File: config.mk
export PLATFORM = sky130hd
export DESIGN_NAME = vertical_color_bar_generator
export DESIGN_NICKNAME = d
export VERILOG_FILES = /design/src/sv/vcbg_pkg.sv /design/src/sv/vcbg_ram.sv /design/src/sv/vcbg_queue.sv /design/src/sv/vcbg_front.sv /design/src/sv/vcbg_back.sv /design/src/sv/vertical_color_bar_generator.sv
export SDC_FILE = /design/constraint.sdc
export NUM_CORES = 1
export LEC_CHECK = 0
export BUFFER_PORTS_ARGS = -buffer_cell sky130_fd_sc_hd__buf_2
export CAP_MARGIN = 40
export CORE_UTILIZATION = 62
export DETAILED_ROUTE_END_ITERATION = 12
export PLACE_DENSITY = 0.83
export SLEW_MARGIN = 20
export SYNTH_ARGS = -nofsm -noshare
export SYNTH_HDL_FRONTEND = slang
export SYNTH_HIERARCHICAL = 1
export SYNTH_SLANG_ARGS = --single-unit
File: constraint.sdc
create_clock -name aclk -period 5.3 [get_ports aclk]
set_clock_uncertainty 0.15 [all_clocks]
set_input_delay 0.265 -clock aclk [delete_from_list [all_inputs] [get_ports aclk]]
set_output_delay 0.265 -clock aclk [all_outputs]
set_load 0.03 [all_outputs]
File: src/sv/vcbg_pkg.sv
// ============================================================================
// vcbg_pkg
// Shared types and constants for the vertical color bar generator.
// ============================================================================
package vcbg_pkg;

    // Sizing
    localparam int PALETTE_ENTRIES = 32;
    localparam int MAX_DIMENSION = 4096;
    localparam int DIM_W         = 13;              // holds 1..MAX_DIMENSION
    localparam int POS_W         = 12;              // column / row position
    localparam int COUNT_W       = 6;               // holds 0..PALETTE_ENTRIES
    localparam int IDX_W         = 5;               // palette address
    localparam int BIT_W         = 3;               // quotient bit select
    localparam int COLOR_W       = 8;
    localparam int RGB_W         = 3 * COLOR_W;
    localparam int PROD_W        = POS_W + COUNT_W; // x * count
    localparam int CFG_IDX_W     = 2;
    localparam int CFG_DATA_W    = 13;
    localparam int QUEUE_DEPTH   = 2;
    localparam int QPTR_W        = 1;
    localparam int QCNT_W        = 2;

    // Register reset values
    localparam logic [DIM_W-1:0]   WIDTH_RESET  = DIM_W'(640);
    localparam logic [DIM_W-1:0]   HEIGHT_RESET = DIM_W'(480);
    localparam logic [COUNT_W-1:0] COUNT_RESET  = '0;

    // Full-scale red used when no palette colors are in use
    localparam logic [COLOR_W-1:0] RED_FULL     = COLOR_W'(255);

    // Register indexes
    typedef enum logic [CFG_IDX_W-1:0] {
        REG_FRAME_WIDTH  = 2'd0,
        REG_FRAME_HEIGHT = 2'd1,
        REG_COLOR_COUNT  = 2'd2
    } reg_idx_t;

    // Input actions
    localparam logic ACT_PIXEL   = 1'b0;
    localparam logic ACT_PALETTE = 1'b1;

    // Input channel payload
    typedef struct packed {
        logic               action;
        logic [IDX_W-1:0]   palette_index;
        logic [COLOR_W-1:0] red_in;
        logic [COLOR_W-1:0] green_in;
        logic [COLOR_W-1:0] blue_in;
    } in_item_t;

    // Result channel payload
    typedef struct packed {
        logic [COLOR_W-1:0] blue_out;
        logic [COLOR_W-1:0] green_out;
        logic [COLOR_W-1:0] red_out;
        logic               line_end;
        logic               frame_end;
    } out_item_t;

    // Effective (clamped) configuration
    typedef struct packed {
        logic [DIM_W-1:0]   width;
        logic [DIM_W-1:0]   height;
        logic [COUNT_W-1:0] count;
    } cfg_t;

    // Command passed from front to back
    typedef struct packed {
        logic               is_write;
        logic [IDX_W-1:0]   idx;
        logic [RGB_W-1:0]   rgb;
        logic [POS_W-1:0]   x;
        logic               line_end;
        logic               frame_end;
    } q_item_t;

endpackage

File: src/sv/vcbg_ram.sv
// ============================================================================
// vcbg_ram
// Generic single write port, single read port RAM with registered read.
// ============================================================================
module vcbg_ram #(
    parameter int WIDTH = 24,
    parameter int DEPTH = 32
) (
    input  logic                     aclk,
    input  logic                     we,
    input  logic [$clog2(DEPTH)-1:0] waddr,
    input  logic [WIDTH-1:0]         wdata,
    input  logic                     re,
    input  logic [$clog2(DEPTH)-1:0] raddr,
    output logic [WIDTH-1:0]         rdata
);

    logic [WIDTH-1:0] mem_reg [DEPTH];
    logic [WIDTH-1:0] rdata_reg;

    // Write port and registered read port
    always_ff @(posedge aclk) begin
        if (we) begin
            mem_reg[waddr] <= wdata;
        end
        if (re) begin
            rdata_reg <= mem_reg[raddr];
        end
    end

    assign rdata = rdata_reg;

endmodule

File: src/sv/vcbg_queue.sv
// ============================================================================
// vcbg_queue
// Two-entry command queue between the front and back parts.
// ============================================================================
module vcbg_queue (
    input  logic              aclk,
    input  logic              aresetn,
    input  logic              push,
    input  vcbg_pkg::q_item_t push_item,
    output logic              full,
    input  logic              pop,
    output logic              valid,
    output vcbg_pkg::q_item_t pop_item
);

    vcbg_pkg::q_item_t                  entry_reg [vcbg_pkg::QUEUE_DEPTH];
    logic [vcbg_pkg::QPTR_W-1:0]        wr_ptr_reg;
    logic [vcbg_pkg::QPTR_W-1:0]        rd_ptr_reg;
    logic [vcbg_pkg::QCNT_W-1:0]        count_reg;
    logic [vcbg_pkg::QCNT_W-1:0]        count_next;

    assign full     = (count_reg == vcbg_pkg::QCNT_W'(vcbg_pkg::QUEUE_DEPTH));
    assign valid    = (count_reg != '0);
    assign pop_item = entry_reg[rd_ptr_reg];

    // Occupancy
    always_comb begin
        count_next = count_reg;
        if (push && !pop) begin
            count_next = count_reg + 1'b1;
        end else if (pop && !push) begin
            count_next = count_reg - 1'b1;
        end
    end

    always_ff @(posedge aclk) begin
        if (!aresetn) begin
            wr_ptr_reg <= '0;
            rd_ptr_reg <= '0;
            count_reg  <= '0;
        end else begin
            if (push) begin
                entry_reg[wr_ptr_reg] <= push_item;
                wr_ptr_reg            <= wr_ptr_reg + 1'b1;
            end
            if (pop) begin
                rd_ptr_reg <= rd_ptr_reg + 1'b1;
            end
            count_reg <= count_next;
        end
    end

endmodule

File: src/sv/vcbg_front.sv
// ============================================================================
// vcbg_front
// Accepts input items, tracks the raster position and queues commands.
// ============================================================================
module vcbg_front (
    input  logic               aclk,
    input  logic               aresetn,
    input  vcbg_pkg::cfg_t     cfg,
    input  logic               s_valid,
    output logic               s_ready,
    input  vcbg_pkg::in_item_t s_data,
    input  logic               q_full,
    output logic               q_push,
    output vcbg_pkg::q_item_t  q_item
);

    logic [vcbg_pkg::POS_W-1:0] col_reg;
    logic [vcbg_pkg::POS_W-1:0] col_next;
    logic [vcbg_pkg::POS_W-1:0] row_reg;
    logic [vcbg_pkg::POS_W-1:0] row_next;
    logic                       last_col;
    logic                       last_row;
    logic                       pixel_acc;

    assign s_ready   = !q_full;
    assign q_push    = s_valid && !q_full;
    assign pixel_acc = q_push && (s_data.action == vcbg_pkg::ACT_PIXEL);

    // Position at or past the last column / row (covers a shrunken size)
    assign last_col = ({1'b0, col_reg} >= (cfg.width  - 1'b1));
    assign last_row = ({1'b0, row_reg} >= (cfg.height - 1'b1));

    // Command for the back part
    always_comb begin
        q_item.is_write  = (s_data.action == vcbg_pkg::ACT_PALETTE);
        q_item.idx       = s_data.palette_index;
        q_item.rgb       = {s_data.red_in, s_data.green_in, s_data.blue_in};
        q_item.x         = col_reg;
        q_item.line_end  = last_col;
        q_item.frame_end = last_col && last_row;
    end

    // Raster advance
    always_comb begin
        col_next = col_reg;
        row_next = row_reg;
        if (pixel_acc) begin
            if (last_col) begin
                col_next = '0;
                row_next = last_row ? '0 : row_reg + 1'b1;
            end else begin
                col_next = col_reg + 1'b1;
            end
        end
    end

    always_ff @(posedge aclk) begin
        if (!aresetn) begin
            col_reg <= '0;
            row_reg <= '0;
        end else begin
            col_reg <= col_next;
            row_reg <= row_next;
        end
    end

endmodule

File: src/sv/vcbg_back.sv
// ============================================================================
// vcbg_back
// Executes queued commands: palette writes, bar index division and lookup.
// ============================================================================
module vcbg_back (
    input  logic                aclk,
    input  logic                aresetn,
    input  vcbg_pkg::cfg_t      cfg,
    input  logic                q_valid,
    input  vcbg_pkg::q_item_t   q_item,
    output logic                q_pop,
    output logic                m_valid,
    input  logic                m_ready,
    output vcbg_pkg::out_item_t m_data
);

    typedef enum logic [1:0] {
        S_IDLE,
        S_DIV,
        S_RD,
        S_PUSH
    } state_t;

    state_t                      state_reg;
    logic [vcbg_pkg::PROD_W-1:0] rem_reg;
    logic [vcbg_pkg::IDX_W-1:0]  quot_reg;
    logic [vcbg_pkg::BIT_W-1:0]  bit_reg;
    logic                        use_red_reg;
    logic                        line_end_reg;
    logic                        frame_end_reg;
    logic                        m_valid_reg;
    vcbg_pkg::out_item_t         m_data_reg;

    logic [vcbg_pkg::PROD_W-1:0] product;
    logic [vcbg_pkg::PROD_W-1:0] divisor;
    logic [vcbg_pkg::RGB_W-1:0]  ram_rdata;
    logic                        ram_we;
    logic                        ram_re;
    logic                        out_load;

    assign q_pop    = (state_reg == S_IDLE) && q_valid;
    assign ram_we   = q_pop && q_item.is_write;
    assign ram_re   = (state_reg == S_RD);
    assign out_load = (state_reg == S_PUSH) && (!m_valid_reg || m_ready);

    // x * count, and the width aligned to the quotient bit under test
    assign product = vcbg_pkg::PROD_W'(q_item.x) * vcbg_pkg::PROD_W'(cfg.count);
    assign divisor = vcbg_pkg::PROD_W'(cfg.width) << bit_reg;

    // Palette storage
    vcbg_ram #(
        .WIDTH (vcbg_pkg::RGB_W),
        .DEPTH (vcbg_pkg::PALETTE_ENTRIES)
    ) u_palette (
        .aclk  (aclk),
        .we    (ram_we),
        .waddr (q_item.idx),
        .wdata (q_item.rgb),
        .re    (ram_re),
        .raddr (quot_reg),
        .rdata (ram_rdata)
    );

    // Sequencer: restoring division one quotient bit per cycle
    always_ff @(posedge aclk) begin
        if (!aresetn) begin
            state_reg   <= S_IDLE;
            m_valid_reg <= 1'b0;
        end else begin
            // Output valid: set on a new result, cleared once transferred
            if (out_load) begin
                m_valid_reg <= 1'b1;
            end else if (m_valid_reg && m_ready) begin
                m_valid_reg <= 1'b0;
            end
            unique case (state_reg)
                S_IDLE: begin
                    if (q_valid && !q_item.is_write) begin
                        line_end_reg  <= q_item.line_end;
                        frame_end_reg <= q_item.frame_end;
                        if (cfg.count == '0) begin
                            use_red_reg <= 1'b1;
                            state_reg   <= S_PUSH;
                        end else if ({1'b0, q_item.x} >= cfg.width) begin
                            // Past the line end: last bar
                            use_red_reg <= 1'b0;
                            quot_reg    <= vcbg_pkg::IDX_W'(cfg.count - 1'b1);
                            state_reg   <= S_RD;
                        end else begin
                            use_red_reg <= 1'b0;
                            rem_reg     <= product;
                            quot_reg    <= '0;
                            bit_reg     <= vcbg_pkg::BIT_W'(vcbg_pkg::IDX_W - 1);
                            state_reg   <= S_DIV;
                        end
                    end
                end
                S_DIV: begin
                    if (rem_reg >= divisor) begin
                        rem_reg           <= rem_reg - divisor;
                        quot_reg[bit_reg] <= 1'b1;
                    end
                    if (bit_reg == '0) begin
                        state_reg <= S_RD;
                    end else begin
                        bit_reg <= bit_reg - 1'b1;
                    end
                end
                S_RD: begin
                    state_reg <= S_PUSH;
                end
                S_PUSH: begin
                    if (out_load) begin
                        if (use_red_reg) begin
                            m_data_reg.red_out   <= vcbg_pkg::RED_FULL;
                            m_data_reg.green_out <= '0;
                            m_data_reg.blue_out  <= '0;
                        end else begin
                            m_data_reg.red_out   <= ram_rdata[23:16];
                            m_data_reg.green_out <= ram_rdata[15:8];
                            m_data_reg.blue_out  <= ram_rdata[7:0];
                        end
                        m_data_reg.line_end  <= line_end_reg;
                        m_data_reg.frame_end <= frame_end_reg;
                        state_reg            <= S_IDLE;
                    end
                end
            endcase
        end
    end

    assign m_valid = m_valid_reg;
    assign m_data  = m_data_reg;

endmodule

File: src/sv/vertical_color_bar_generator.sv
// ============================================================================
// vertical_color_bar_generator
// Raster-order vertical color bar test pattern with a writable palette.
// ============================================================================
// Usage:
//   s_* channel (valid/ready): action 0 asks for the next pixel, action 1
//   writes palette_index with red/green/blue and gives no result.
//   m_* channel (valid/ready): one pixel per pixel request, in order, with
//   line_end / frame_end marking the last pixel of a line / frame.
//   cfg_we/cfg_index/cfg_wdata: width, height and color count; write only
//   while the block is idle.
// Sequencing:
//   The back part handles one command at a time: a pixel request passes
//   through the pop, the 5-step bar index division, the palette read and
//   the output load. With color count zero it goes from the pop straight
//   to the output load; a column left past a shrunken width skips the
//   division. A palette write is done at the pop.
//   A 2-entry queue lets s_ready stay high while the back part is busy.
// Reset: counters return to the top-left pixel, registers to 640 x 480 with
//   solid red; palette contents are undefined until written.
// Stall: with m_ready low the result is held in the output register; the
//   back part then stops and the queue fills, after which s_ready drops.
// ============================================================================
module vertical_color_bar_generator (
    input  logic                                aclk,
    input  logic                                aresetn,
    input  logic                                s_valid,
    output logic                                s_ready,
    input  vcbg_pkg::in_item_t                  s_data,
    output logic                                m_valid,
    input  logic                                m_ready,
    output vcbg_pkg::out_item_t                 m_data,
    input  logic                                cfg_we,
    input  logic [vcbg_pkg::CFG_IDX_W-1:0]      cfg_index,
    input  logic [vcbg_pkg::CFG_DATA_W-1:0]     cfg_wdata
);

    logic [vcbg_pkg::DIM_W-1:0]   width_reg;
    logic [vcbg_pkg::DIM_W-1:0]   height_reg;
    logic [vcbg_pkg::COUNT_W-1:0] count_reg;
    vcbg_pkg::cfg_t               cfg;

    logic              q_full;
    logic              q_push;
    logic              q_pop;
    logic              q_valid;
    vcbg_pkg::q_item_t q_in;
    vcbg_pkg::q_item_t q_out;

    // Configuration registers
    always_ff @(posedge aclk) begin
        if (!aresetn) begin
            width_reg  <= vcbg_pkg::WIDTH_RESET;
            height_reg <= vcbg_pkg::HEIGHT_RESET;
            count_reg  <= vcbg_pkg::COUNT_RESET;
        end else if (cfg_we) begin
            unique case (cfg_index)
                vcbg_pkg::REG_FRAME_WIDTH:  width_reg  <= cfg_wdata;
                vcbg_pkg::REG_FRAME_HEIGHT: height_reg <= cfg_wdata;
                vcbg_pkg::REG_COLOR_COUNT:
                    count_reg <= cfg_wdata[vcbg_pkg::COUNT_W-1:0];
                default: ;
            endcase
        end
    end

    // Clamp to legal ranges: zero size reads as 1, oversize saturates
    always_comb begin
        if (width_reg == '0) begin
            cfg.width = vcbg_pkg::DIM_W'(1);
        end else if (width_reg > vcbg_pkg::DIM_W'(vcbg_pkg::MAX_DIMENSION)) begin
            cfg.width = vcbg_pkg::DIM_W'(vcbg_pkg::MAX_DIMENSION);
        end else begin
            cfg.width = width_reg;
        end
        if (height_reg == '0) begin
            cfg.height = vcbg_pkg::DIM_W'(1);
        end else if (height_reg > vcbg_pkg::DIM_W'(vcbg_pkg::MAX_DIMENSION)) begin
            cfg.height = vcbg_pkg::DIM_W'(vcbg_pkg::MAX_DIMENSION);
        end else begin
            cfg.height = height_reg;
        end
        if (count_reg > vcbg_pkg::COUNT_W'(vcbg_pkg::PALETTE_ENTRIES)) begin
            cfg.count = vcbg_pkg::COUNT_W'(vcbg_pkg::PALETTE_ENTRIES);
        end else begin
            cfg.count = count_reg;
        end
    end

    vcbg_front u_front (
        .aclk    (aclk),
        .aresetn (aresetn),
        .cfg     (cfg),
        .s_valid (s_valid),
        .s_ready (s_ready),
        .s_data  (s_data),
        .q_full  (q_full),
        .q_push  (q_push),
        .q_item  (q_in)
    );

    vcbg_queue u_queue (
        .aclk      (aclk),
        .aresetn   (aresetn),
        .push      (q_push),
        .push_item (q_in),
        .full      (q_full),
        .pop       (q_pop),
        .valid     (q_valid),
        .pop_item  (q_out)
    );

    vcbg_back u_back (
        .aclk    (aclk),
        .aresetn (aresetn),
        .cfg     (cfg),
        .q_valid (q_valid),
        .q_item  (q_out),
        .q_pop   (q_pop),
        .m_valid (m_valid),
        .m_ready (m_ready),
        .m_data  (m_data)
    );

endmodule

# Yosys cells after proc, flatten, opt, wreduce, memory -nomap -nowiden
# Memory sizes are Yosys's and may differ from the RTL's. A register that Yosys moved wholly into a read port is not among the register bits.
# Cells that the tools add are included.
totals:
  reg_bits: 118
  mem_count: 2
  in_bits: 50
  output_inout_bits: 28
  wordCells: 139
  ramBits: 856
mem_list:
  columns: ["name", "depth", "word_bits", "read_ports", "rd_ports_with_merged_regs", "write_ports", "line_no", "rtl"]
  rows:
  - ["u_back.u_palette.mem_reg", 32, 24, 1, 1, 1, "vcbg_ram.sv:18", "logic [WIDTH-1:0] mem_reg [DEPTH];"]
  - ["u_queue.entry_reg", 2, 44, 1, 1, 1, "vcbg_queue.sv:16", "vcbg_pkg::q_item_t entry_reg [vcbg_pkg::QUEUE_DEPTH];"]
classes:
  bitwise: 2
  multipliers: 1
  order_cmp: 9
  mux: 42
  n_addsub: 11
  reduce_logical: 37
  n_shift: 1
  n_eq_ne: 13
op_table:
  columns: ["operator", "n"]
  rows:
  - ["18-bit 2-to-1 mux", 4]
  - ["13-bit 2-to-1 mux", 4]
  - ["12-bit by 13-bit greater-or-equal comparator with 1-bit output", 3]
  - ["18-bit one-hot mux with 2 select lines", 1]
  - ["13-bit > comparator (second input constant)", 2]
  - ["13-bit logical NOT", 2]
  - ["13-bit by 1-bit subtractor with 13-bit output (second input constant)", 2]
  - ["12-bit by 1-bit adder with 12-bit output (second input constant)", 2]
  - ["12-bit 2-to-1 mux", 2]
  - ["5-bit 2-to-1 mux", 4]
  - ["18-bit greater-or-equal comparator", 1]
  - ["12-bit by 6-bit multiplier with 18-bit output", 1]
  - ["13-bit by 3-bit << shifter with 18-bit output", 1]
  - ["18-bit subtractor", 1]
  - ["2-bit 2-to-1 mux", 7]
  - ["3-bit 2-to-1 mux", 4]
  - ["6-bit AND reduction", 2]
  - ["1-bit logical AND", 11]
  - ["1-bit 2-to-1 mux", 11]
  - ["5-bit one-hot mux with 2 select lines", 1]
  - ["3-bit AND reduction", 3]
  - ["2-bit equality test (second input constant)", 4]
  - ["2-bit inequality test (second input constant)", 4]
  - ["2-bit one-hot mux with 4 select lines", 1]
  - ["23 further kinds", 38]

# Longest topological paths before layout
depth:
  depth_word: 8
  mapped_depth: 18
  depth_no_buf: 16

# By module
# Netlist, hierarchy kept.
by_module_without_submodules:
  columns: ["mod", "seq_area_each_um2", "cells_per_inst", "area_each_um2", "instances"]
  rows:
  - ["vcbg_ram", 23782.8, 1711, 30720.7, 1]
  - ["vcbg_back", 1711.6, 681, 6292.3, 1]
  - ["vcbg_queue", 2742.6, 160, 3412.0, 1]
  - ["vcbg_front", 480.5, 288, 2447.3, 1]
  - ["vertical_color_bar_generator", 640.6, 176, 1447.6, 1]

# Least setup slack after synthesis
# Ideal clock, no wire load.
synth_timing:
  path_type: "reg2reg"
  start: "register (tool-made name)"
  end: "register u_back/rem_reg[15] (netlist name) (data pin)"
  path_slack_ps: 683
  required_time_ps: 4880
  synth_period_minus_slack_ps: 4617
  arrival_ps: 4196
  path_buffers: 2
  path_stages_with_launch: 18
  setup_time_ps: 270
  cell_sequence: "dfxtp_1 -> buf_2 -> buf_6 -> mux2_2 -> and2_1 -> fa_1 -> inv_1 -> fa_1 -> fa_1 -> inv_1 -> ha_1 -> a211oi_1 -> o21ai_0 -> o2111ai_1 -> nand2_1 -> a31oi_1 -> xor2_1 -> mux2i_1"
synth_lines:
  columns: ["item", "line_no", "rtl"]
  rows:
  - ["end signal: assignment", "vcbg_back.sv:91", "rem_reg <= product;"]
  - ["end signal: assignment", "vcbg_back.sv:100", "rem_reg <= rem_reg - divisor;"]
  - ["end: declaration", "vcbg_back.sv:25", "logic [vcbg_pkg::PROD_W-1:0] rem_reg;"]

==> impl_metrics.json <==
{
  "status": "finished clean",
  "dr.pass1.iters": 6,
  "rsz0062_at_grt": "no",
  "drt-total-wl_um": 102000,
  "crit_type": "register to register",
  "pre_cts_ws_ns": 0.401,
  "clockBufferDepth": 3,
  "drtIter0Drc": 2626,
  "antenna_left": 0,
  "ys_ff_latch": 999,
  "ys.flop_type": "edfxtp_1",
  "area_growth_pct": 11.3,
  "ir_worst_vdd_mv": 0.325,
  "seq_area_frac_synth_pct": 66.2,
  "worstSetupStartpointType": "register",
  "synth_top_area_share_pct": 63.4,
  "via_count": 26100,
  "synth_top_area_cell": "edfxtp_1",
  "synthTopCellsByArea": "edfxtp_1, mux2i_1, dfxtp_1, ha_1, fa_1",
  "slew_headroom_pct": 16.4,
  "crit_path_frequent_cell": "fa_1",
  "total_power_mw": 19.3,
  "leakagePower_nw": 18.1,
  "maxCapViolations": 0,
  "htree_levels": 3,
  "layout.nets": 3331,
  "routabilityCongestion": 0.884,
  "clock.fmax_mhz": 205,
  "crit_path_end_kind": "register",
  "cts_resized": 0,
  "placed_cell_area_um2": 45600,
  "hold_path_class": "input pin to register",
  "synth_cell_types": 87,
  "core_um2": 70400,
  "first_global_vias": 26500,
  "fill_cells": 4429,
  "worst_slack_ns": 0.411,
  "layout_commonest_cell": "edfxtp_1",
  "fin_setup_tns_ns": 0,
  "portBuffers": 77,
  "min_period_ns": 4.89,
  "die_h_um": 269,
  "synth_nets": 3201,
  "rows": 97,
  "crit_fanout": 13,
  "worstMarginPinSlew_ns": 1.25,
  "final_cell_area_um2": 49300,
  "antenna_found_initial": 1,
  "synth_area_um2": 44300,
  "finalSetupViolCount": 0,
  "path_cells": "nor2b_1 > and2_1 > fa_1 > inv_1 > fa_1 > fa_1 > inv_1 > ha_1 > a211oi_1 > o21ai_0 > o2111ai_1 > nand2_1 > a31oi_1 > xor2_1 > mux2i_1",
  "wl_per_cell_um": 24.6,
  "hold_violations": 0,
  "clkTransAtPathRegs_ns": 0.06,
  "cp_slowest_cell": "nor2b_1",
  "cp_top_family": "adder cells",
  "cts_tree": "built",
  "viasPerCell": 6.28,
  "post-route-period-util_pct": 92.2,
  "grt_overflow": 0,
  "grt_max_degree": 152,
  "arrival_ns": 5.13,
  "numCtsBuffers": 96,
  "dp_hpwl_um": 60200,
  "synth_edf_count": 935,
  "die_area_um2": 72600,
  "cts_root_buffer": "clkbuf_16",
  "diodes": 0,
  "grt.total_usage_pct": 28.1,
  "fin_util_pct": 70.1,
  "clkSinkCount": 999,
  "required_ns": 5.54,
  "io_pins": 78,
  "clock_latency_ns": 0.66,
  "syn_avg_cell_area_um2": 14.7,
  "synthArstFlopShare_pct": 0,
  "final_cell_mix": "edfxtp_1, mux2i_1, nand2_1",
  "drive_gt1_share_pct": 12.9,
  "powerDensity_nw_per_um2": 392,
  "critPathMaxStageDelay_ns": 0.64,
  "synthCells": 3016,
  "drc": 0,
  "largest_register_ffs": 768,
  "start_util_pct": 63.0,
  "maxSlewViolCount": 0,
  "yosys_warnings": 6,
  "grt_pass1_wl_um": 155000,
  "crit_buf_inv": 2,
  "chipWidth_um": 269
}
-- tightest hold or removal path: cells and delay by family --
kind,cells,cell delay (ns)
buf+inv,1,0.13
mux,1,0.11
simple gates,2,0.31
-- area by class of cell --
type / instances / area, um2 / share of cell area (%)
clock buffer: 122 / 2620 / 5.31
clock inverter: 50 / 541 / 1.10
inverter: 101 / 379 / 0.768
tap: 940 / 1180 / 2.38
sequential: 999 / 29400 / 59.5
multi-input combinational: 1744 / 13600 / 27.6
timing repair buffer: 204 / 1630 / 3.31
-- worst paths after layout --
check                                           from                  to  slack, ns  depth (start not counted)
worst max-delay path                    count_reg[5]  u_back/rem_reg[15]       0.41                         15
worst min-delay path                          cfg_we        count_reg[3]       0.06                          4
worst max register to register          count_reg[5]  u_back/rem_reg[15]       0.41                         15
worst min register to register  u_back/frame_end_reg    u_back/m_data[0]       0.25                          0
-- per-layer routing --
| metal | up-vias | track usage [%] | part of all wire (%) |
|---|---|---|---|
| li1 | 11600 | - | - |
| met1 | 12900 | 35.8 | 37 |
| met2 | 1338 | 48.1 | 50 |
| met3 | 228 | 4.28 | 8.3 |
| met4 | 0 | 11.8 | 4.2 |
| met5 | - | 0 | 0 |
-- synth_stat cells, drive strengths merged (5+ instances only) --
cell type    n
a211oi      10
a21boi      23
a21o        11
a21oi      115
a22o        48
a22oi       73
a31oi       35
and2        67
and3        12
buf        114
clkbuf      58
dfxtp       64
edfxtp     935
fa          42
ha          93
inv        100
mux2        48
mux2i      408
nand2      204
nand2b      13
nand3      106
nand3b       9
nand4       10
nor2        92
nor2b       60
nor3        39
nor3b        5
nor4         9
o211ai      16
o21a         5
o21ai       41
o221ai       7
o31ai        7
or2         13
or3          8
xnor2       33
xor2        34
-- stage by stage --
step / cells / hold WS [ns]
finish: 4160 / 0.0602
global route: 4160 / 0.0614
CTS: 4156 / 0.0207
detailed placement: 3933 / 0.255
global placement: 3927 / 0.269
floorplan: 3016 / 0.237
-- power by group --
part           internal, mW  switching (mW)  total [mW]
sequential             9.34           0.135        9.47
clock                  3.99            2.88        6.86
combinational         0.997            2.00        3.00
-- cell families (layout without fill, tap and decap cells) --
group / Yosys count / in the layout / share of synthesized area (%)
simple gates: 667 / 667 / 7.65
flops: 999 / 999 / 66.2
compound gates: 419 / 419 / 6.54
mux: 456 / 456 / 10.4
fa+ha+maj: 135 / 135 / 4.52
buf+inv: 273 / 477 / 3.28
xor+xnor: 67 / 67 / 1.32
-- repair_timing --
item                                   in CTS  in global routing
buffers inserted                            0                  0
hold buffers                               51                  0
endpoints found under the hold margin     101                  0
Note: power is estimated with default switching activity, not from simulation.
